File: config.mk
export PLATFORM = sky130hd
export DESIGN_NAME = sha384_front
export DESIGN_NICKNAME = d
export VERILOG_FILES = /design/src/sv/sha384_pkg.sv /design/src/sv/sha384_front.sv
export SDC_FILE = /design/constraint.sdc
export NUM_CORES = 1
export LEC_CHECK = 0
export ABC_AREA = 1
export BUFFER_PORTS_ARGS = -buffer_cell sky130_fd_sc_hd__buf_2
export CORE_AREA = 2 2 127 129
export DETAILED_ROUTE_END_ITERATION = 10
export DIE_AREA = 0 0 129 131
export GPL_ROUTABILITY_DRIVEN = 0
export PLACE_DENSITY = 0.62
export SLEW_MARGIN = 20
export SYNTH_ARGS = -nofsm -noshare
export SYNTH_HDL_FRONTEND = slang
export SYNTH_SLANG_ARGS = --single-unit
File: constraint.sdc
create_clock -name clock -period 2.9 [get_ports clock]
set_input_delay 0.29 -clock clock [delete_from_list [all_inputs] [get_ports clock]]
set_output_delay 0.29 -clock clock [all_outputs]
set_load 0.01 [all_outputs]
File: src/sv/sha384_pkg.sv
// ----------------------------------------------------------------------------
// SHA-384 package
// Round constants, initial hash values and the word-level helper functions
// shared by the front and back parts of the hash engine.
// ----------------------------------------------------------------------------
package sha384_pkg;

   localparam int WORD_W       = 64;
   localparam int BLOCK_WORDS  = 16;
   localparam int ROUNDS       = 80;
   localparam int DIGEST_WORDS = 6;

   typedef logic [WORD_W-1:0] word_type;

   // Entry pushed from the front part to the back part: one block word.
   typedef struct packed {
      word_type word;
      logic     last_word;   // last word of the final block of a message
   } blk_entry_type;

   localparam word_type SEED_H [8] = '{
      64'hcbbb9d5dc1059ed8, 64'h629a292a367cd507, 64'h9159015a3070dd17,
      64'h152fecd8f70e5939, 64'h67332667ffc00b31, 64'h8eb44a8768581511,
      64'hdb0c2e0d64f98fa7, 64'h47b5481dbefa4fa4
   };

   localparam word_type ROUND_K [ROUNDS] = '{
      64'h428a2f98d728ae22, 64'h7137449123ef65cd, 64'hb5c0fbcfec4d3b2f, 64'he9b5dba58189dbbc,
      64'h3956c25bf348b538, 64'h59f111f1b605d019, 64'h923f82a4af194f9b, 64'hab1c5ed5da6d8118,
      64'hd807aa98a3030242, 64'h12835b0145706fbe, 64'h243185be4ee4b28c, 64'h550c7dc3d5ffb4e2,
      64'h72be5d74f27b896f, 64'h80deb1fe3b1696b1, 64'h9bdc06a725c71235, 64'hc19bf174cf692694,
      64'he49b69c19ef14ad2, 64'hefbe4786384f25e3, 64'h0fc19dc68b8cd5b5, 64'h240ca1cc77ac9c65,
      64'h2de92c6f592b0275, 64'h4a7484aa6ea6e483, 64'h5cb0a9dcbd41fbd4, 64'h76f988da831153b5,
      64'h983e5152ee66dfab, 64'ha831c66d2db43210, 64'hb00327c898fb213f, 64'hbf597fc7beef0ee4,
      64'hc6e00bf33da88fc2, 64'hd5a79147930aa725, 64'h06ca6351e003826f, 64'h142929670a0e6e70,
      64'h27b70a8546d22ffc, 64'h2e1b21385c26c926, 64'h4d2c6dfc5ac42aed, 64'h53380d139d95b3df,
      64'h650a73548baf63de, 64'h766a0abb3c77b2a8, 64'h81c2c92e47edaee6, 64'h92722c851482353b,
      64'ha2bfe8a14cf10364, 64'ha81a664bbc423001, 64'hc24b8b70d0f89791, 64'hc76c51a30654be30,
      64'hd192e819d6ef5218, 64'hd69906245565a910, 64'hf40e35855771202a, 64'h106aa07032bbd1b8,
      64'h19a4c116b8d2d0c8, 64'h1e376c085141ab53, 64'h2748774cdf8eeb99, 64'h34b0bcb5e19b48a8,
      64'h391c0cb3c5c95a63, 64'h4ed8aa4ae3418acb, 64'h5b9cca4f7763e373, 64'h682e6ff3d6b2b8a3,
      64'h748f82ee5defb2fc, 64'h78a5636f43172f60, 64'h84c87814a1f0ab72, 64'h8cc702081a6439ec,
      64'h90befffa23631e28, 64'ha4506cebde82bde9, 64'hbef9a3f7b2c67915, 64'hc67178f2e372532b,
      64'hca273eceea26619c, 64'hd186b8c721c0c207, 64'heada7dd6cde0eb1e, 64'hf57d4f7fee6ed178,
      64'h06f067aa72176fba, 64'h0a637dc5a2c898a6, 64'h113f9804bef90dae, 64'h1b710b35131c471b,
      64'h28db77f523047d84, 64'h32caab7b40c72493, 64'h3c9ebe0a15c9bebc, 64'h431d67c49c100d4c,
      64'h4cc5d4becb3e42b6, 64'h597f299cfc657e2a, 64'h5fcb6fab3ad6faec, 64'h6c44198c4a475817
   };

   localparam word_type MARK_WORD = 64'h8000000000000000;

   function automatic word_type rotr(input word_type x, input int n);
      rotr = (x >> n) | (x << (WORD_W - n));
   endfunction

   function automatic word_type big_sigma0(input word_type x);
      big_sigma0 = rotr(x, 28) ^ rotr(x, 34) ^ rotr(x, 39);
   endfunction

   function automatic word_type big_sigma1(input word_type x);
      big_sigma1 = rotr(x, 14) ^ rotr(x, 18) ^ rotr(x, 41);
   endfunction

   function automatic word_type small_sigma0(input word_type x);
      small_sigma0 = rotr(x, 1) ^ rotr(x, 8) ^ (x >> 7);
   endfunction

   function automatic word_type small_sigma1(input word_type x);
      small_sigma1 = rotr(x, 19) ^ rotr(x, 61) ^ (x >> 6);
   endfunction

endpackage

File: src/sv/sha384_front.sv
// ----------------------------------------------------------------------------
// SHA-384 front part
// Accepts message beats, counts bytes and turns the last beat into the
// padded tail (mark, zero fill, bit length) as a stream of block words.
// ----------------------------------------------------------------------------
module sha384_front
   import sha384_pkg::*;
(
   input  logic          clock,
   input  logic          reset,
   input  logic          req_valid,
   output logic          req_stall,
   input  word_type      req_message_word,
   input  logic [3:0]    req_valid_bytes,
   input  logic          req_last_word,
   output logic          push,
   output blk_entry_type push_data,
   input  logic          full
);

   typedef enum logic [2:0] {
      ST_IDLE, ST_MARK, ST_FILL, ST_LEN_HI, ST_LEN_LO
   } state_type;

   state_type   state_ff,  state_in;
   word_type    total_ff,  total_in;
   logic [3:0]  fill_ff,   fill_in;

   logic [3:0] vb;
   word_type   keep, padded;
   logic       accept;

   assign vb        = (req_valid_bytes > 4'd8) ? 4'd8 : req_valid_bytes;
   assign accept    = req_valid && !req_stall;
   assign req_stall = (state_ff != ST_IDLE) || full;

   // Mask off unused bytes and place the mark for a short last word
   always_comb begin
      keep   = ~(64'hffffffffffffffff >> {vb[3:0], 3'b000});
      padded = (req_message_word & keep) | (MARK_WORD >> {vb[3:0], 3'b000});
   end

   // Word sequencer
   always_comb begin
      state_in  = state_ff;
      total_in  = total_ff;
      fill_in   = fill_ff;
      push      = 1'b0;
      push_data = '{word: '0, last_word: 1'b0};
      case (state_ff)
         ST_IDLE: begin
            if (accept) begin
               push = 1'b1;
               fill_in = fill_ff + 4'd1;
               if (!req_last_word) begin
                  total_in = total_ff + 64'd8;
                  push_data.word = req_message_word;
               end else begin
                  total_in = total_ff + {60'd0, vb};
                  if (vb == 4'd8) begin
                     push_data.word = req_message_word;
                     state_in = ST_MARK;
                  end else begin
                     push_data.word = padded;
                     state_in = ST_FILL;
                  end
               end
            end
         end
         ST_MARK: begin
            if (!full) begin
               push = 1'b1;
               push_data.word = MARK_WORD;
               fill_in = fill_ff + 4'd1;
               state_in = ST_FILL;
            end
         end
         ST_FILL: begin
            if (fill_ff == 4'd14) begin
               state_in = ST_LEN_HI;
            end else if (!full) begin
               push = 1'b1;
               fill_in = fill_ff + 4'd1;
            end
         end
         ST_LEN_HI: begin
            if (!full) begin
               push = 1'b1;
               push_data.word = {61'd0, total_ff[63:61]};
               fill_in = fill_ff + 4'd1;
               state_in = ST_LEN_LO;
            end
         end
         ST_LEN_LO: begin
            if (!full) begin
               push = 1'b1;
               push_data.word = {total_ff[60:0], 3'b000};
               push_data.last_word = 1'b1;
               fill_in = 4'd0;
               total_in = '0;
               state_in = ST_IDLE;
            end
         end
         default: state_in = ST_IDLE;
      endcase
   end

   always_ff @(posedge clock) begin
      if (reset) begin
         state_ff <= ST_IDLE;
         total_ff <= '0;
         fill_ff  <= '0;
      end else begin
         state_ff <= state_in;
         total_ff <= total_in;
         fill_ff  <= fill_in;
      end
   end

endmodule

* Word level (Yosys, flattened, before mapping) *
Cells that the tools add are included.

operators by class
  $add $sub $neg = 3
  bitwise operators = 3
  multiplexer cells = 30
  equal/unequal tests = 13
  div/mod/pow operators = 0
  $mul = 0
  reduce and logical (&&, ||, !) cells = 12
  shifts and indexed selects = 2
  $lt $le $gt $ge = 1

operator list
  cell                                                                   count
  64-bit two-way mux                                                     7
  64-bit case mux with 4 select lines                                    1
  64-bit case mux with 2 select lines                                    1
  64-bit by 7-bit >> shifter with 64-bit output, first input constant    2
  65-bit two-way mux                                                     1
  64-bit by 4-bit adder with 64-bit output                               1
  64-bit by 4-bit adder with 64-bit output, second input constant        1
  64-bit AND                                                             1
  64-bit inverter                                                        1
  64-bit OR                                                              1
  3-bit two-way mux                                                      7
  4-bit two-way mux                                                      5
  4-bit case mux with 4 select lines                                     1
  3-bit case mux with 5 select lines                                     1
  2-bit inequality test, second input constant                           7
  4-bit equality test, second input constant                             2
  3-bit by 2-bit equality test with 1-bit output, second input constant  2
  6-bit AND reduction                                                    1
  4-bit by 1-bit adder with 4-bit output, second input constant          1
  4-bit greater-than comparator, second input constant                   1
  1-bit two-way mux                                                      4
  4-bit AND reduction                                                    1
  4-bit nonzero test                                                     1
  3-bit by 1-bit equality test with 1-bit output, second input constant  1
  12 further kinds                                                       12

storage, ports and cells
  memories = 0
  register bits = 71
  bits in latches = 0
  bits in read-only memories = 0
  word-level logic and storage cells = 67
  bits of input ports = 73
  memory bits (writable) = 0

* Longest topological paths before layout *
  depth in word-level cells = 10
  mapped depth = 16

* Worst setup path before layout *
No wires, ideal clock.

  kind = input to register
  from = input req_valid_bytes[0]
  to = register total_ff[38]
  arrival time = 2.019 ns
  data required time = 2.784 ns
  setup slack = 0.765 ns
  stages = 14
  library setup time = 0.116 ns
  path through = nor2_1 nand2_1 a21oi_1 ha_1 inv_1 fa_1 nor2_1 nor2_1 nand2_1 nand2_1 nor3_2 nand2_1 o21ai_0 nor2_1

between the ends
  word-level cells in the longest chain between the ends = 6

RTL lines
  element                                     line                 source
  start, declared                             sha384_front.sv:14   input logic [3:0] req_valid_bytes,
  4-bit greater-than comparator               sha384_front.sv:33   assign vb = (req_valid_bytes > 4'd8) ? 4'd8 : req_valid_bytes;
  4-bit two-way mux *                         sha384_front.sv:33
  64-bit by 4-bit adder with 64-bit output *  sha384_front.sv:59   total_in = total_ff + {60'd0, vb};
  64-bit two-way mux *                        sha384_front.sv:55   if (!req_last_word) begin
  64-bit two-way mux *                        sha384_front.sv:52   if (accept) begin
  64-bit case mux with 2 select lines *       sha384_front.sv:50   case (state_ff)
  end signal, assigned                        sha384_front.sv:115  total_ff <= total_in;
  end, declared                               sha384_front.sv:26   word_type total_ff, total_in;

Mark *: on every way between the ends. The rest lies on a longest branch, timed or not. The select of a mux whose other input is x is not followed.
A chain may end at the register's enable or synchronous reset.

==> flow_metrics.py <==
metrics = {
    "run_status": {
        "status": "complete, no violations",
    },
    "logic_synthesis": {
        "synth_top_area_share_pct": 25.0,
        "synth_fp_nets": 1049,
        "ys_seq_area_share_pct": 25.0,
        "syn_area_per_cell_sq_um": 5.87,
        "synth.most_common_cell": "nand2_1",
        "ys_types": 39,
        "synth_warnings": 0,
        "ys_ff_latch": 71,
        "yosys.area.top_type": "dfxtp_1",
        "synthArstFlopShare_pct": 0,
        "synthTopCellsByCount": "nand2_1 (230), nor2_1 (183), inv_1 (98)",
        "synth-edff-count": 0,
        "postSynthCellCount": 968,
        "syn_area_sq_um": 5680,
        "synth_ff_type": "dfxtp_1",
        "yosys-top-cells-area": "dfxtp_1 (25%), nand2_1 (15%), nor2_1 (12%)",
    },
    "timing": {
        "rsz0062_at_grt": "false",
        "slew_headroom_pct": 56.0,
        "final.setup.tns_ns": 0,
        "layout_setup_ws_ns": 0.417,
        "hold_violations": 0,
        "fmax_ghz": 0.403,
        "setup_viol": 0,
        "max_slew.worst_pin.slew_ns": 0.660,
        "holdWs_ns": 0.201,
        "fin_worst_skew_ns": 0.0115,
        "fin_crit_ns": 2.48,
        "slew_viol_final": 0,
        "fin_crit_sh_pct": 85.6,
    },
    "detailed_routing": {
        "wirelength_um": 21700,
        "wire_per_inst_um": 16.4,
        "drt_first_pass_iters": 6,
        "vias": 6933,
        "antenna_left": 0,
        "route.detailed.drc": 0,
        "vias_per_cell": 5.23,
        "drtIter0Drc": 655,
    },
    "placement": {
        "place_ws_ns": 0.271,
        "dp.cells": 1309,
        "io_buffers": 139,
        "dp_hpwl_um": 17200,
    },
    "clock_tree": {
        "clockBufferDepth": 2,
        "htree_levels": 3,
        "numCtsBuffers": 9,
        "clk_latency_ns": 0.35,
        "clk_pin_slew_ns": 0.06,
        "cts.sinks": 71,
        "clockRootBuffer": "clkbuf_16",
        "cts_tree": "built",
    },
    "worst_hold_path": {
        "hold_class": "in2reg",
    },
    "pwr": {
        "power.density_nw_per_um2": 425,
        "ir_drop_mv": 0.349,
        "p_leak_uw": 0.00287,
    },
    "critical_path": {
        "cp-end-kind": "output port",
        "ff2ff_path_depth": 11,
        "critPathLaunchType": "flip-flop",
        "required_ns": 2.61,
        "worstPathCellList": "inv_1 -> nand2_2 -> nor2_2 -> nand3_2 -> inv_2 -> o211ai_1 -> buf_4 -> o221ai_1 -> buf_2",
        "crit_start": "state_ff[1]",
        "critical_path_arrival_ns": 2.19,
        "cp_slowest_stage_delay_ns": 0.35,
        "timing.rr.end": "total_ff[38]",
        "cp_slowest_cell": "dfxtp_1",
        "path_max_fanout": 22,
        "r2r_start": "total_ff[0]",
        "critPathCapture": "push_data[24]",
        "r2r_setup_slack_ns": 0.69,
        "setup.worst_path.class": "reg2out",
    },
    "layout": {
        "layout.nets": 1186,
        "area_growth_pct": 21.1,
        "final_cells": 1326,
        "n_antenna_cell": 0,
        "final_util_pct": 44.1,
        "drive_above_1_share_pct": 20.0,
    },
    "floorplan": {
        "rows": 46,
        "start_util_pct": 36.4,
        "dieWidth_um": 129,
        "design.die.area_sq_um": 16900,
        "core_region_area_sq_um": 15600,
        "die_h_um": 131,
        "io_pins": 140,
    },
    "grt": {
        "grt_start_max_net_pins": 37,
        "grt_pass1_wl_um": 33000,
        "grt_antenna_before_repair": 0,
        "grt_pass1_vias": 6086,
        "grt_usage_pct": 25.9,
        "overflow": 0,
    },
    "flow_run": {
        "cap_viol_max_count": 0,
    },
}
critical path, delay by kind of cell, from the launching register on:
family / cells / cell delay (ns)
simple gates: 3 / 0.37
compound gates: 2 / 0.31
buf+inv: 4 / 0.81
flops: 1 / 0.35
layer usage:
metal	part of all wire [%]	wire length, um	vias to the layer above	track usage [%]
met5	0	0	-	0
met4	3.8	835	0	11.1
met3	8.8	1920	49	6.64
met2	44	9530	283	39.9
met1	44	9460	3133	34.3
li1	-	-	3468	-
per-stage QoR:
step	instance area, sq um	total power, uW
floorplan	5680	1580
global placement	6600	1870
detailed placement	6600	1870
CTS	6870	2940
global route	6880	3080
finish	6880	2920
cell usage in the layout (no fill, tap or decap), drive strengths merged:
cell type and n:
o211ai 10, a22o 4, ha 7, xor2 1, and3 1, nor3b 3
dfxtp 71, nand2 239, o221ai 2, nand3b 2, a211oi 1, nor2 202
clkinvlp 1, o22ai 8, o21ai 78, buf 152, fa 1, and2 2
nand3 91, nor3 19, a21oi 54, clkbuf 13, nand4 16, clkinv 2
or2 1, a32o 20, inv 109
how the worst min path moves through the flow:
stage / endpoint / from / slack [ns] / cells past startpoint
6_report: state_ff[2] / reset / 0.20 / 2
2_1_floorplan: state_ff[0] / reset / 0.36 / 1
4_1_cts: state_ff[2] / reset / 0.19 / 2
5_1_grt: state_ff[0] / reset / 0.20 / 2
3_5_place_dp: fill_ff[2] / fill_ff[2] / 0.50 / 2
3_3_place_gp: fill_ff[2] / fill_ff[2] / 0.49 / 2
final cells by class:
type	count	area (sq um)
Multi-Input combinational cell	762	3710
Clock buffer	13	260
Sequential cell	71	1420
Timing Repair Buffer	152	793
Clock inverter	3	17.5
Fill cell	1745	8720
Tap cell	216	270
Inverter	109	409
flip-flops by register name (all words and copies together), names as in the netlist:
signal and count:
total_ff 64, state_ff 3, fill_ff 4
logic make-up (layout without fill, tap and decap cells):
logic type,after synthesis,after routing,share of synthesized area (%)
adders and majority gates,8,8,1.89
AOI/OAI and AO/OA,177,177,19.3
buffers and inverters,135,277,9.69
DFF,71,71,25.0
and+or+nand+nor,576,576,44.0
xor gates and xnor gates,1,1,0.154
power breakdown:
| group | internal (uW) | leakage (uW) | total (uW) | switching, uW |
|---|---|---|---|---|
| registers | 1010 | 0.000573 | 1060 | 41.5 |
| logic | 287 | 0.00216 | 804 | 517 |
| clock network | 623 | 0.000136 | 1070 | 442 |
| total | 1920 | 0.00287 | 2920 | 1000 |
timing repair:
action,in CTS,in global routing
setup buffers,0,1
gates resized for setup,0,0
hold endpoints to repair,0,0
endpoints found under the setup margin,0,1
hold buffers,0,0
Note: power is estimated with default switching activity, not from simulation.
