===== config.mk =====
export PLATFORM = sky130hd
export DESIGN_NAME = sha384_queue
export DESIGN_NICKNAME = d
export VERILOG_FILES = /design/src/sv/sha384_pkg.sv /design/src/sv/sha384_queue.sv
export SDC_FILE = /design/constraint.sdc
export NUM_CORES = 1
export LEC_CHECK = 0
export BUFFER_PORTS_ARGS = -buffer_cell sky130_fd_sc_hd__buf_2
export CORE_ASPECT_RATIO = 0.7
export CORE_MARGIN = 3
export CORE_UTILIZATION = 45
export DETAILED_ROUTE_END_ITERATION = 10
export PLACE_DENSITY = 0.72
export SYNTH_ARGS = -nofsm -noshare
export SYNTH_HDL_FRONTEND = slang
export SYNTH_SLANG_ARGS = --single-unit

===== constraint.sdc =====
create_clock -name clock -period 8.6 [get_ports clock]
set_clock_uncertainty 0.1 [all_clocks]
set_input_delay 1.29 -clock clock [delete_from_list [all_inputs] [get_ports clock]]
set_output_delay 1.29 -clock clock [all_outputs]
set_load 0.05 [all_outputs]

===== src/sv/sha384_pkg.sv =====
// ----------------------------------------------------------------------------
// SHA-384 package
// Round constants, initial hash values and the word-level helper functions
// shared by the front and back parts of the hash engine.
// ----------------------------------------------------------------------------
package sha384_pkg;

   localparam int WORD_W       = 64;
   localparam int BLOCK_WORDS  = 16;
   localparam int ROUNDS       = 80;
   localparam int DIGEST_WORDS = 6;

   typedef logic [WORD_W-1:0] word_type;

   // Entry pushed from the front part to the back part: one block word.
   typedef struct packed {
      word_type word;
      logic     last_word;   // last word of the final block of a message
   } blk_entry_type;

   localparam word_type SEED_H [8] = '{
      64'hcbbb9d5dc1059ed8, 64'h629a292a367cd507, 64'h9159015a3070dd17,
      64'h152fecd8f70e5939, 64'h67332667ffc00b31, 64'h8eb44a8768581511,
      64'hdb0c2e0d64f98fa7, 64'h47b5481dbefa4fa4
   };

   localparam word_type ROUND_K [ROUNDS] = '{
      64'h428a2f98d728ae22, 64'h7137449123ef65cd, 64'hb5c0fbcfec4d3b2f, 64'he9b5dba58189dbbc,
      64'h3956c25bf348b538, 64'h59f111f1b605d019, 64'h923f82a4af194f9b, 64'hab1c5ed5da6d8118,
      64'hd807aa98a3030242, 64'h12835b0145706fbe, 64'h243185be4ee4b28c, 64'h550c7dc3d5ffb4e2,
      64'h72be5d74f27b896f, 64'h80deb1fe3b1696b1, 64'h9bdc06a725c71235, 64'hc19bf174cf692694,
      64'he49b69c19ef14ad2, 64'hefbe4786384f25e3, 64'h0fc19dc68b8cd5b5, 64'h240ca1cc77ac9c65,
      64'h2de92c6f592b0275, 64'h4a7484aa6ea6e483, 64'h5cb0a9dcbd41fbd4, 64'h76f988da831153b5,
      64'h983e5152ee66dfab, 64'ha831c66d2db43210, 64'hb00327c898fb213f, 64'hbf597fc7beef0ee4,
      64'hc6e00bf33da88fc2, 64'hd5a79147930aa725, 64'h06ca6351e003826f, 64'h142929670a0e6e70,
      64'h27b70a8546d22ffc, 64'h2e1b21385c26c926, 64'h4d2c6dfc5ac42aed, 64'h53380d139d95b3df,
      64'h650a73548baf63de, 64'h766a0abb3c77b2a8, 64'h81c2c92e47edaee6, 64'h92722c851482353b,
      64'ha2bfe8a14cf10364, 64'ha81a664bbc423001, 64'hc24b8b70d0f89791, 64'hc76c51a30654be30,
      64'hd192e819d6ef5218, 64'hd69906245565a910, 64'hf40e35855771202a, 64'h106aa07032bbd1b8,
      64'h19a4c116b8d2d0c8, 64'h1e376c085141ab53, 64'h2748774cdf8eeb99, 64'h34b0bcb5e19b48a8,
      64'h391c0cb3c5c95a63, 64'h4ed8aa4ae3418acb, 64'h5b9cca4f7763e373, 64'h682e6ff3d6b2b8a3,
      64'h748f82ee5defb2fc, 64'h78a5636f43172f60, 64'h84c87814a1f0ab72, 64'h8cc702081a6439ec,
      64'h90befffa23631e28, 64'ha4506cebde82bde9, 64'hbef9a3f7b2c67915, 64'hc67178f2e372532b,
      64'hca273eceea26619c, 64'hd186b8c721c0c207, 64'heada7dd6cde0eb1e, 64'hf57d4f7fee6ed178,
      64'h06f067aa72176fba, 64'h0a637dc5a2c898a6, 64'h113f9804bef90dae, 64'h1b710b35131c471b,
      64'h28db77f523047d84, 64'h32caab7b40c72493, 64'h3c9ebe0a15c9bebc, 64'h431d67c49c100d4c,
      64'h4cc5d4becb3e42b6, 64'h597f299cfc657e2a, 64'h5fcb6fab3ad6faec, 64'h6c44198c4a475817
   };

   localparam word_type MARK_WORD = 64'h8000000000000000;

   function automatic word_type rotr(input word_type x, input int n);
      rotr = (x >> n) | (x << (WORD_W - n));
   endfunction

   function automatic word_type big_sigma0(input word_type x);
      big_sigma0 = rotr(x, 28) ^ rotr(x, 34) ^ rotr(x, 39);
   endfunction

   function automatic word_type big_sigma1(input word_type x);
      big_sigma1 = rotr(x, 14) ^ rotr(x, 18) ^ rotr(x, 41);
   endfunction

   function automatic word_type small_sigma0(input word_type x);
      small_sigma0 = rotr(x, 1) ^ rotr(x, 8) ^ (x >> 7);
   endfunction

   function automatic word_type small_sigma1(input word_type x);
      small_sigma1 = rotr(x, 19) ^ rotr(x, 61) ^ (x >> 6);
   endfunction

endpackage


===== src/sv/sha384_queue.sv =====
// ----------------------------------------------------------------------------
// SHA-384 word queue
// Small FIFO of block words between the front and back parts.
// ----------------------------------------------------------------------------
module sha384_queue
   import sha384_pkg::*;
(
   input  logic          clock,
   input  logic          reset,
   input  logic          push,
   input  blk_entry_type push_data,
   output logic          full,
   input  logic          pop,
   output blk_entry_type pop_data,
   output logic          empty
);

   localparam int DEPTH = 4;

   blk_entry_type mem_ff [DEPTH];
   logic [1:0]    wr_ff, rd_ff;
   logic [2:0]    cnt_ff;

   assign full     = (cnt_ff == 3'd4);
   assign empty    = (cnt_ff == 3'd0);
   assign pop_data = mem_ff[rd_ff];

   always_ff @(posedge clock) begin
      if (reset) begin
         wr_ff  <= '0;
         rd_ff  <= '0;
         cnt_ff <= '0;
      end else begin
         if (push && !full) wr_ff <= wr_ff + 2'd1;
         if (pop && !empty) rd_ff <= rd_ff + 2'd1;
         cnt_ff <= cnt_ff + {2'd0, push && !full} - {2'd0, pop && !empty};
      end
      if (push && !full) mem_ff[wr_ff] <= push_data;
   end

endmodule


Word level (Yosys, flattened, before mapping):

Memory sizes are Yosys's and may differ from the RTL's. A register that Yosys moved wholly into a read port is not among the register bits.
Cells that the tools add are included.

* output and inout bits: 67
* bits in writable memories: 260
* memories: 1
* register bits after elaboration: 7

Memory list
* mem_ff: depth 4, width 65, read ports 1, clocked after memory_dff 1, wr ports 1, line sha384_queue.sv:20 `blk_entry_type mem_ff [DEPTH];`

* reduce and logical (&&, ||, !) cells: 5
* equal/unequal tests: 1
* $add $sub $neg: 4
* mux-type cells: 4

Operator list (count)
* 2-bit by 1-bit adder with 2-bit output, second input constant: 2
* 2-bit two-way mux: 2
* 3-bit by 1-bit adder with 3-bit output: 1
* 3-bit equality test, second input constant: 1
* 3-bit logical NOT: 1
* 3-bit by 1-bit subtractor with 3-bit output: 1
* 1-bit logical AND: 2
* 1-bit logical NOT: 2
* 1-bit two-way mux: 2

Depth between registers and ports, before layout:

Gate-level depths: netlist of run 1.

* depth in word-level cells: 5
* depth in mapped cells: 10
* mapped depth without buffers: 10

Worst setup path after synthesis of run 1:

Ideal clock, no wire load.

* path kind: input -> register
* start: input push
* end: memory mem_ff[0][0] in the netlist's numbering (enable)
* cell stages on the path: 3
* path buffers: 0
* library setup time: 0.430 ns
* data arrival time: 3.146 ns
* setup slack: 4.924 ns
* cells stage by stage: inv_1 > nor2_1 > and2_1

* longest elaborated chain between the ends: 3

RTL lines
* from (decl): line sha384_queue.sv:10 `input logic push,`
* 1-bit logical AND: line sha384_queue.sv:38 `if (push && !full) mem_ff[wr_ff] <= push_data;`
* 1-bit two-way mux: line sha384_queue.sv:38
* 1-bit two-way mux (not written as such): line sha384_queue.sv:38
* to (decl): line sha384_queue.sv:20

Every way passes these cells.

==> flow_summary.json, run 1 <==
{
  "p_leak_nw": 3.89,
  "slew_violations": 0,
  "place_inst": 787,
  "die-area_mm2": 0.0238,
  "synth_xor_area_frac": 0.00266,
  "multiInputGateArea_mm2": 0.00173,
  "synth_adder_area_share": 0.00961,
  "post_cts_buffers": 0,
  "slew_headroom": 0.328,
  "ys_ff_latch": 269,
  "synth_area_per_cell_um2": 25.4,
  "hpwlAfterDp_um": 10200,
  "power_density_mw_per_mm2": 331,
  "final_cell_mix": "260 x edfxtp_1, 135 x buf_2, 65 x mux4_2",
  "dp_worst_setup_slack_ns": 4.75,
  "synth_mux_area_frac": 0.149,
  "die_x_um": 183,
  "drt_first_pass_iters": 4,
  "vdd_ir_drop_max_uv": 216,
  "status": "complete, no violations",
  "cts.path.max_buffers": 3,
  "grt_use_total": 0.150,
  "drtIter0Drc": 323,
  "critPathCaptureType": "output pin",
  "setup_ws_ns": 4.34,
  "fin_util": 0.549,
  "drc": 0,
  "layout-drive-gt1-share": 0.439,
  "grt_pass1_vias": 4806,
  "port_buffers": 135,
  "fill_cells": 1581,
  "final_common_cell": "edfxtp_1",
  "fin_crit_ns": 4.26,
  "cts.clk_slew.worst_paths_ns": 0.06,
  "fin_crit_sh": 0.495,
  "synth_warnings": 0,
  "synthArstFlopShare": 0,
  "grt_max_degree": 66,
  "synth_top_family_by_area": "multiplexers",
  "vias_per_cell": 5.37,
  "wl_per_cell_um": 21.0,
  "fin_nets": 615,
  "synth_ff_type": "edfxtp_1",
  "worstPathRequired_ns": 7.21,
  "arrival_ns": 2.87,
  "clkLatencyLatePin_ns": 0.51,
  "diodes": 0,
  "hold_class": "flop to flop",
  "root_buffer": "clkbuf_16",
  "yosys.area_share.simple": 0.00999,
  "num_rows": 44,
  "holdBufCountCts": 0,
  "worst_pin_slew_ns": 1.01,
  "cts_num_sinks": 269,
  "die_h_um": 130,
  "setup_tns_ns": 0,
  "synth_compound_area_frac": 0.00278,
  "total_power_mw": 3.84,
  "drt-total-wl_um": 17500,
  "syn_inst": 390,
  "worstHoldPathCells": 2,
  "core-area_mm2": 0.0211,
  "numCtsBuffers": 26,
  "grt_pass1_wl_um": 27100,
  "seqCellArea_mm2": 0.00800,
  "initial_utilization": 0.468,
  "tritoncts": "yes",
  "antenna_found_initial": 5,
  "rsz0062_at_grt": "false",
  "r2r_cells": 10,
  "fin_cells": 834,
  "path_class": "flop to output pin",
  "grt_remaining_overflow": 0,
  "yosysUniqueCellTypes": 25,
  "synth_nets": 466,
  "synthesis.area_mm2": 0.00990,
  "ant_nets": 0,
  "io_pins": 136,
  "max_freq_mhz": 235,
  "cp-start-kind": "flop",
  "setup_viol": 0,
  "ctsResizeCount": 0,
  "syn_to_final_growth_pct": 17.3,
  "ys_seq_area_frac": 0.807,
  "globalplace.congestion": 0.692,
  "worstPathMaxFanout": 35,
  "hold_viol_final": 0,
  "vias": 4476,
  "htreeDepth": 1,
  "cap_violations": 0,
  "synth_edf_count": 260
}
metrics by stage:
stage | instance area [um2] | hold slack, ns
6_report | 11600 | 0.407
5_1_grt | 11600 | 0.443
4_1_cts | 11600 | 0.412
3_5_place_dp | 10800 | 0.420
3_3_place_gp | 10800 | 0.366
2_1_floorplan | 9900 | 0.359
cell type report:
| cell class | count | area share |
|---|---|---|
| inverter | 8 | 0.00259 |
| tap | 276 | 0.0298 |
| clock buffer | 37 | 0.0640 |
| clock inverter | 10 | 0.00668 |
| multi-input combinational | 98 | 0.149 |
| timing repair buffer | 136 | 0.0589 |
| sequential | 269 | 0.689 |
sequential cells by signal (all words and copies together) (netlist names), named ones only:
register / flops
mem_ff: 260
cnt_ff: 3
wr_ff: 2
rd_ff: 2
report_power, final:
group / internal, mW / leakage, nW / switching [mW]
combinational: 0.343 / 1.03 / 0.760
clock: 0.630 / 0.401 / 0.442
sequential: 1.58 / 2.46 / 0.0879
worst max-delay path: stages (launching register included):
cell     delay, ns
dfxtp_4       0.75
buf_4         0.69
mux4_2        0.63
buf_2         0.23
kinds of logic (layout without fill, tap and decap cells):
| kind of cell | Yosys count | in the layout |
|---|---|---|
| flip-flops | 269 | 269 |
| buffers and inverters | 23 | 191 |
| AND/OR/NAND/NOR | 17 | 17 |
| XOR/XNOR | 3 | 3 |
| adder cells (fa/ha/maj) | 7 | 7 |
| AO/OA/AOI/OAI | 5 | 5 |
| multiplexers | 66 | 66 |
final timing paths:
path                            startpoint      endpoint  slack, ns
worst max-delay path                  flop  pop_data[24]       4.34
worst min-delay path              rd_ff[1]          flop       0.41
worst max register to register   cnt_ff[1]     cnt_ff[2]       6.12
worst min register to register    rd_ff[1]          flop       0.41
cell usage after synthesis (2+ instances only):
| master | number | area (um2) |
|---|---|---|
| clkbuf_1 | 2 | 7.51 |
| inv_1 | 8 | 30.0 |
| dfxtp_1 | 9 | 180 |
| or3_1 | 2 | 12.5 |
| edfxtp_1 | 260 | 7810 |
| o21ai_0 | 2 | 10.0 |
| ha_1 | 6 | 75.1 |
| xnor2_1 | 2 | 17.5 |
| nor2b_1 | 2 | 12.5 |
| nor2_1 | 4 | 15.0 |
| and2_1 | 4 | 25.0 |
| mux4_2 | 65 | 1460 |
| a21oi_1 | 2 | 10.0 |
| buf_2 | 6 | 30.0 |
| nand2b_1 | 2 | 12.5 |
| buf_12 | 5 | 100 |
routing by layer:
layer | vias up | wire [um] | part of all wire | track usage
met3 | 41 | 1390 | 0.079 | 0.0449
met5 | - | 49 | 0.0028 | 0
met2 | 152 | 8220 | 0.47 | 0.240
met1 | 2326 | 7520 | 0.43 | 0.207
li1 | 1947 | - | - | -
met4 | 10 | 374 | 0.021 | 0.0340
(Power assumes the default switching activity.)
==> inputs of run 2 (changes only) <==
Clock period 8.6 ns to 4 ns, I/O delays scaled along.
==> flow_summary.json, run 2 (same netlist as run 1, synthesis figures left out) <==
{
  "r2r_cells": 10,
  "htreeDepth": 1,
  "min_from": "push_data[14]",
  "hold_class": "input pin to flop",
  "cts_num_sinks": 269,
  "core-area_mm2": 0.0211,
  "globalplace.congestion": 0.703,
  "cts.clk_slew.worst_paths_ns": 0.06,
  "critPathCaptureType": "output pin",
  "worstHoldPathCells": 1,
  "worstPathMaxFanout": 16,
  "root_buffer": "clkbuf_16",
  "antenna_found_initial": 3,
  "rr_endpoint": "cnt_ff[2]",
  "cp-start-kind": "flop",
  "cts.path.max_buffers": 3,
  "slew_headroom": 0.320,
  "hold_end": "mem_ff[1][14]",
  "max_freq_mhz": 333,
  "port_buffers": 135,
  "rsz0062_at_grt": "false",
  "wl_per_cell_um": 21.2,
  "cap_violations": 0,
  "die_h_um": 130,
  "arrival_ns": 2.30,
  "ant_nets": 0,
  "vias": 4444,
  "clkLatencyLatePin_ns": 0.50,
  "grt_pass1_vias": 4737,
  "power_density_mw_per_mm2": 705,
  "drt-total-wl_um": 17700,
  "place_inst": 788,
  "drtIter0Drc": 306,
  "worstPathRequired_ns": 3.30,
  "numCtsBuffers": 25,
  "layout-drive-gt1-share": 0.430,
  "final_common_cell": "edfxtp_1",
  "placed_cell_area_mm2": 0.0108,
  "rrSetupSlack_ns": 1.56,
  "fin_crit_ns": 3.00,
  "worst_pin_slew_ns": 1.02,
  "setup_tns_ns": 0,
  "status": "complete, no violations",
  "setup_viol": 0,
  "post-route-cell-area_mm2": 0.0115,
  "grt_use_total": 0.150,
  "grt_pass1_wl_um": 27300,
  "syn_to_final_growth_pct": 16.7,
  "crit-reg2reg-launch": "cnt_ff[1]",
  "regMostFlops": "mem_ff",
  "largest_register_ff_count": 260,
  "path_class": "flop to output pin",
  "slew_violations": 0,
  "final_cell_mix": "260 x edfxtp_1, 135 x buf_2, 65 x mux4_2",
  "hold_viol_final": 0,
  "hpwlAfterDp_um": 10200,
  "fin_util": 0.546,
  "tritoncts": "yes",
  "die-area_mm2": 0.0238,
  "top_regs": "mem_ff (260), cnt_ff (3)",
  "initial_utilization": 0.468,
  "post_cts_buffers": 0,
  "grt_remaining_overflow": 0,
  "io_pins": 136,
  "drt_first_pass_iters": 4,
  "drc": 0,
  "fin_crit_sh": 0.750,
  "grt_max_degree": 66,
  "vdd_ir_drop_max_uv": 456,
  "fin_cells": 834,
  "p_leak_nw": 3.86,
  "fin_nets": 615,
  "num_rows": 44,
  "holdBufCountCts": 0,
  "diodes": 0,
  "die_x_um": 183,
  "vias_per_cell": 5.33,
  "ctsResizeCount": 0,
  "total_power_mw": 8.14
}
-- run 2: worst max-delay path by stage --
stage                     startpoint            to  slack, ns  cells after the start
after floorplan                 push  mem_ff[0][0]       1.01                      3
after global placement          push     cnt_ff[2]       1.43                     11
after detailed placement        push     cnt_ff[2]       1.35                     11
after CTS                       flop  pop_data[13]       0.93                      3
after global routing            flop  pop_data[13]       0.85                      3
final                           flop  pop_data[13]       1.00                      3
-- run 2: routing by layer --
metal / GRT usage / vias to the layer above / part of all wire / routed length (um)
li1: - / 1955 / - / -
met3: 0.0457 / 29 / 0.077 / 1360
met4: 0.0233 / 6 / 0.012 / 216
met2: 0.239 / 157 / 0.47 / 8220
met5: 0 / - / 0.0019 / 34
met1: 0.212 / 2297 / 0.44 / 7820
-- run 2: area by class of cell --
class                   instances  area (um2)
clock buffers                  35         663
clock inverters                11        81.3
fillers                      1631        9590
inverters                       8        30.0
multi-input cells              98        1730
flip-flops and latches        269        8000
well taps                     276         345
repair buffers                137         703
-- run 2: metrics by stage --
| stage | hold WS [ns] | setup WS, ns |
|---|---|---|
| after detailed placement | 0.376 | 1.35 |
| after global placement | 0.374 | 1.43 |
| after global routing | 0.182 | 0.849 |
| after CTS | 0.182 | 0.926 |
| after floorplan | 0.359 | 1.01 |
| final | 0.205 | 1.00 |
-- run 2: critical path, stage by stage (launching register included) --
cell and delay (ns):
dfxtp_4 0.56, buf_4 0.40, mux4_2 0.59, buf_2 0.24
-- run 2: where the power goes --
part / internal [mW] / switching [mW]
Sequential: 3.39 / 0.149
Combinational: 0.756 / 1.67
Clock: 1.22 / 0.948
Total: 5.37 / 2.77
==> inputs of run 3 (changes only) <==
Clock period 4 ns to 2.99 ns, I/O delays scaled along.
==> flow_summary.json, run 3 (same netlist as run 1, synthesis figures left out) <==
{
  "total_power_mw": 11.0,
  "fin_cells": 844,
  "grt_pass1_vias": 4903,
  "diodes": 0,
  "grt_pass1_wl_um": 27800,
  "worstPathMaxFanout": 19,
  "root_buffer": "clkbuf_16",
  "grt_use_total": 0.154,
  "wl_per_cell_um": 21.2,
  "critPathCaptureType": "output pin",
  "hold_viol_final": 0,
  "setup_tns_ns": 0,
  "setup_ws_ns": 0.182,
  "status": "complete, no violations",
  "worst_pin_slew_ns": 0.530,
  "p_leak_nw": 3.95,
  "fin_nets": 627,
  "cts_num_sinks": 269,
  "max_freq_mhz": 356,
  "fin_crit_ns": 2.81,
  "numCtsBuffers": 25,
  "placed_cell_area_mm2": 0.0110,
  "die_x_um": 183,
  "power_density_mw_per_mm2": 940,
  "drc": 0,
  "arrival_ns": 2.26,
  "ant_nets": 0,
  "vias": 4503,
  "worstPathRequired_ns": 2.44,
  "place_inst": 800,
  "post-route-cell-area_mm2": 0.0117,
  "setup_viol": 0,
  "path_class": "flop to output pin",
  "top_regs": "mem_ff (260), cnt_ff (3)",
  "multiInputGateArea_mm2": 0.00173,
  "core-area_mm2": 0.0211,
  "fill_cells": 1609,
  "hpwlAfterDp_um": 11400,
  "die-area_mm2": 0.0238,
  "holdWs_ns": 0.0484,
  "cpPeakStageDelay_ns": 0.63,
  "slew_violations": 0,
  "port_buffers": 135,
  "slew_headroom": 0.646,
  "tritoncts": "yes",
  "vias_per_cell": 5.34,
  "drt-total-wl_um": 17900,
  "cts.clk_slew.worst_paths_ns": 0.06,
  "largest_register_ff_count": 260,
  "cp_cell_sequence": "buf_4 > mux4_2 > buf_2",
  "io_pins": 136,
  "seqCellArea_mm2": 0.00800,
  "vdd_ir_drop_max_uv": 582,
  "regMostFlops": "mem_ff",
  "ctsResizeCount": 0,
  "htreeDepth": 1,
  "syn_to_final_growth_pct": 18.5,
  "cp-start-kind": "flop",
  "slowest_stage": "dfxtp_4",
  "antenna_found_initial": 3,
  "post_cts_buffers": 0,
  "num_rows": 44,
  "dp_worst_setup_slack_ns": 0.504,
  "layout-drive-gt1-share": 0.444,
  "globalplace.congestion": 0.715,
  "drt_first_pass_iters": 4,
  "final_common_cell": "edfxtp_1",
  "clkLatencyLatePin_ns": 0.51,
  "drtIter0Drc": 347,
  "cts.path.max_buffers": 3,
  "fin_util": 0.555,
  "hold_class": "input pin to flop",
  "initial_utilization": 0.468,
  "final_cell_mix": "260 x edfxtp_1, 135 x buf_2, 65 x mux4_2",
  "die_h_um": 130,
  "rsz0062_at_grt": "false",
  "holdBufCountCts": 0,
  "grt_remaining_overflow": 0,
  "cap_violations": 0,
  "grt_max_degree": 36,
  "fin_crit_sh": 0.939
}
run 3: area by class of cell:
| class | instances | share of cell area |
|---|---|---|
| flip-flops and latches | 269 | 0.682 |
| multi-input cells | 98 | 0.148 |
| repair buffers | 149 | 0.0740 |
| clock buffers | 29 | 0.0546 |
| well taps | 276 | 0.0294 |
| clock inverters | 15 | 0.0100 |
| inverters | 8 | 0.00256 |
run 3: worst paths after layout:
check / depth (start not counted) / endpoint / slack (ns) / from
max: 3 / pop_data[42] / 0.18 / flop
min: 1 / mem_ff[2][0] / 0.05 / push_data[0]
max reg2reg: 10 / cnt_ff[2] / 0.56 / cnt_ff[1]
min reg2reg: 2 / flop / 0.39 / rd_ff[1]
run 3: worst max-delay path, delay by kind of cell, from the launching register on:
| family | cells | cell delay (ns) |
|---|---|---|
| flip-flops | 1 | 0.63 |
| multiplexers | 1 | 0.56 |
| buffers and inverters | 2 | 0.55 |
run 3: per-layer routing:
metal,routed length [um],share of wire,track usage
met1,7560,0.42,0.213
met2,8250,0.46,0.244
met3,1740,0.097,0.0541
met4,291,0.016,0.0282
met5,41,0.0023,0
run 3: power by group:
part	switching [mW]	internal, mW	total [mW]
clock network	1.25	1.69	2.94
registers	0.192	4.53	4.72
logic	2.28	1.09	3.36
total	3.72	7.31	11.0
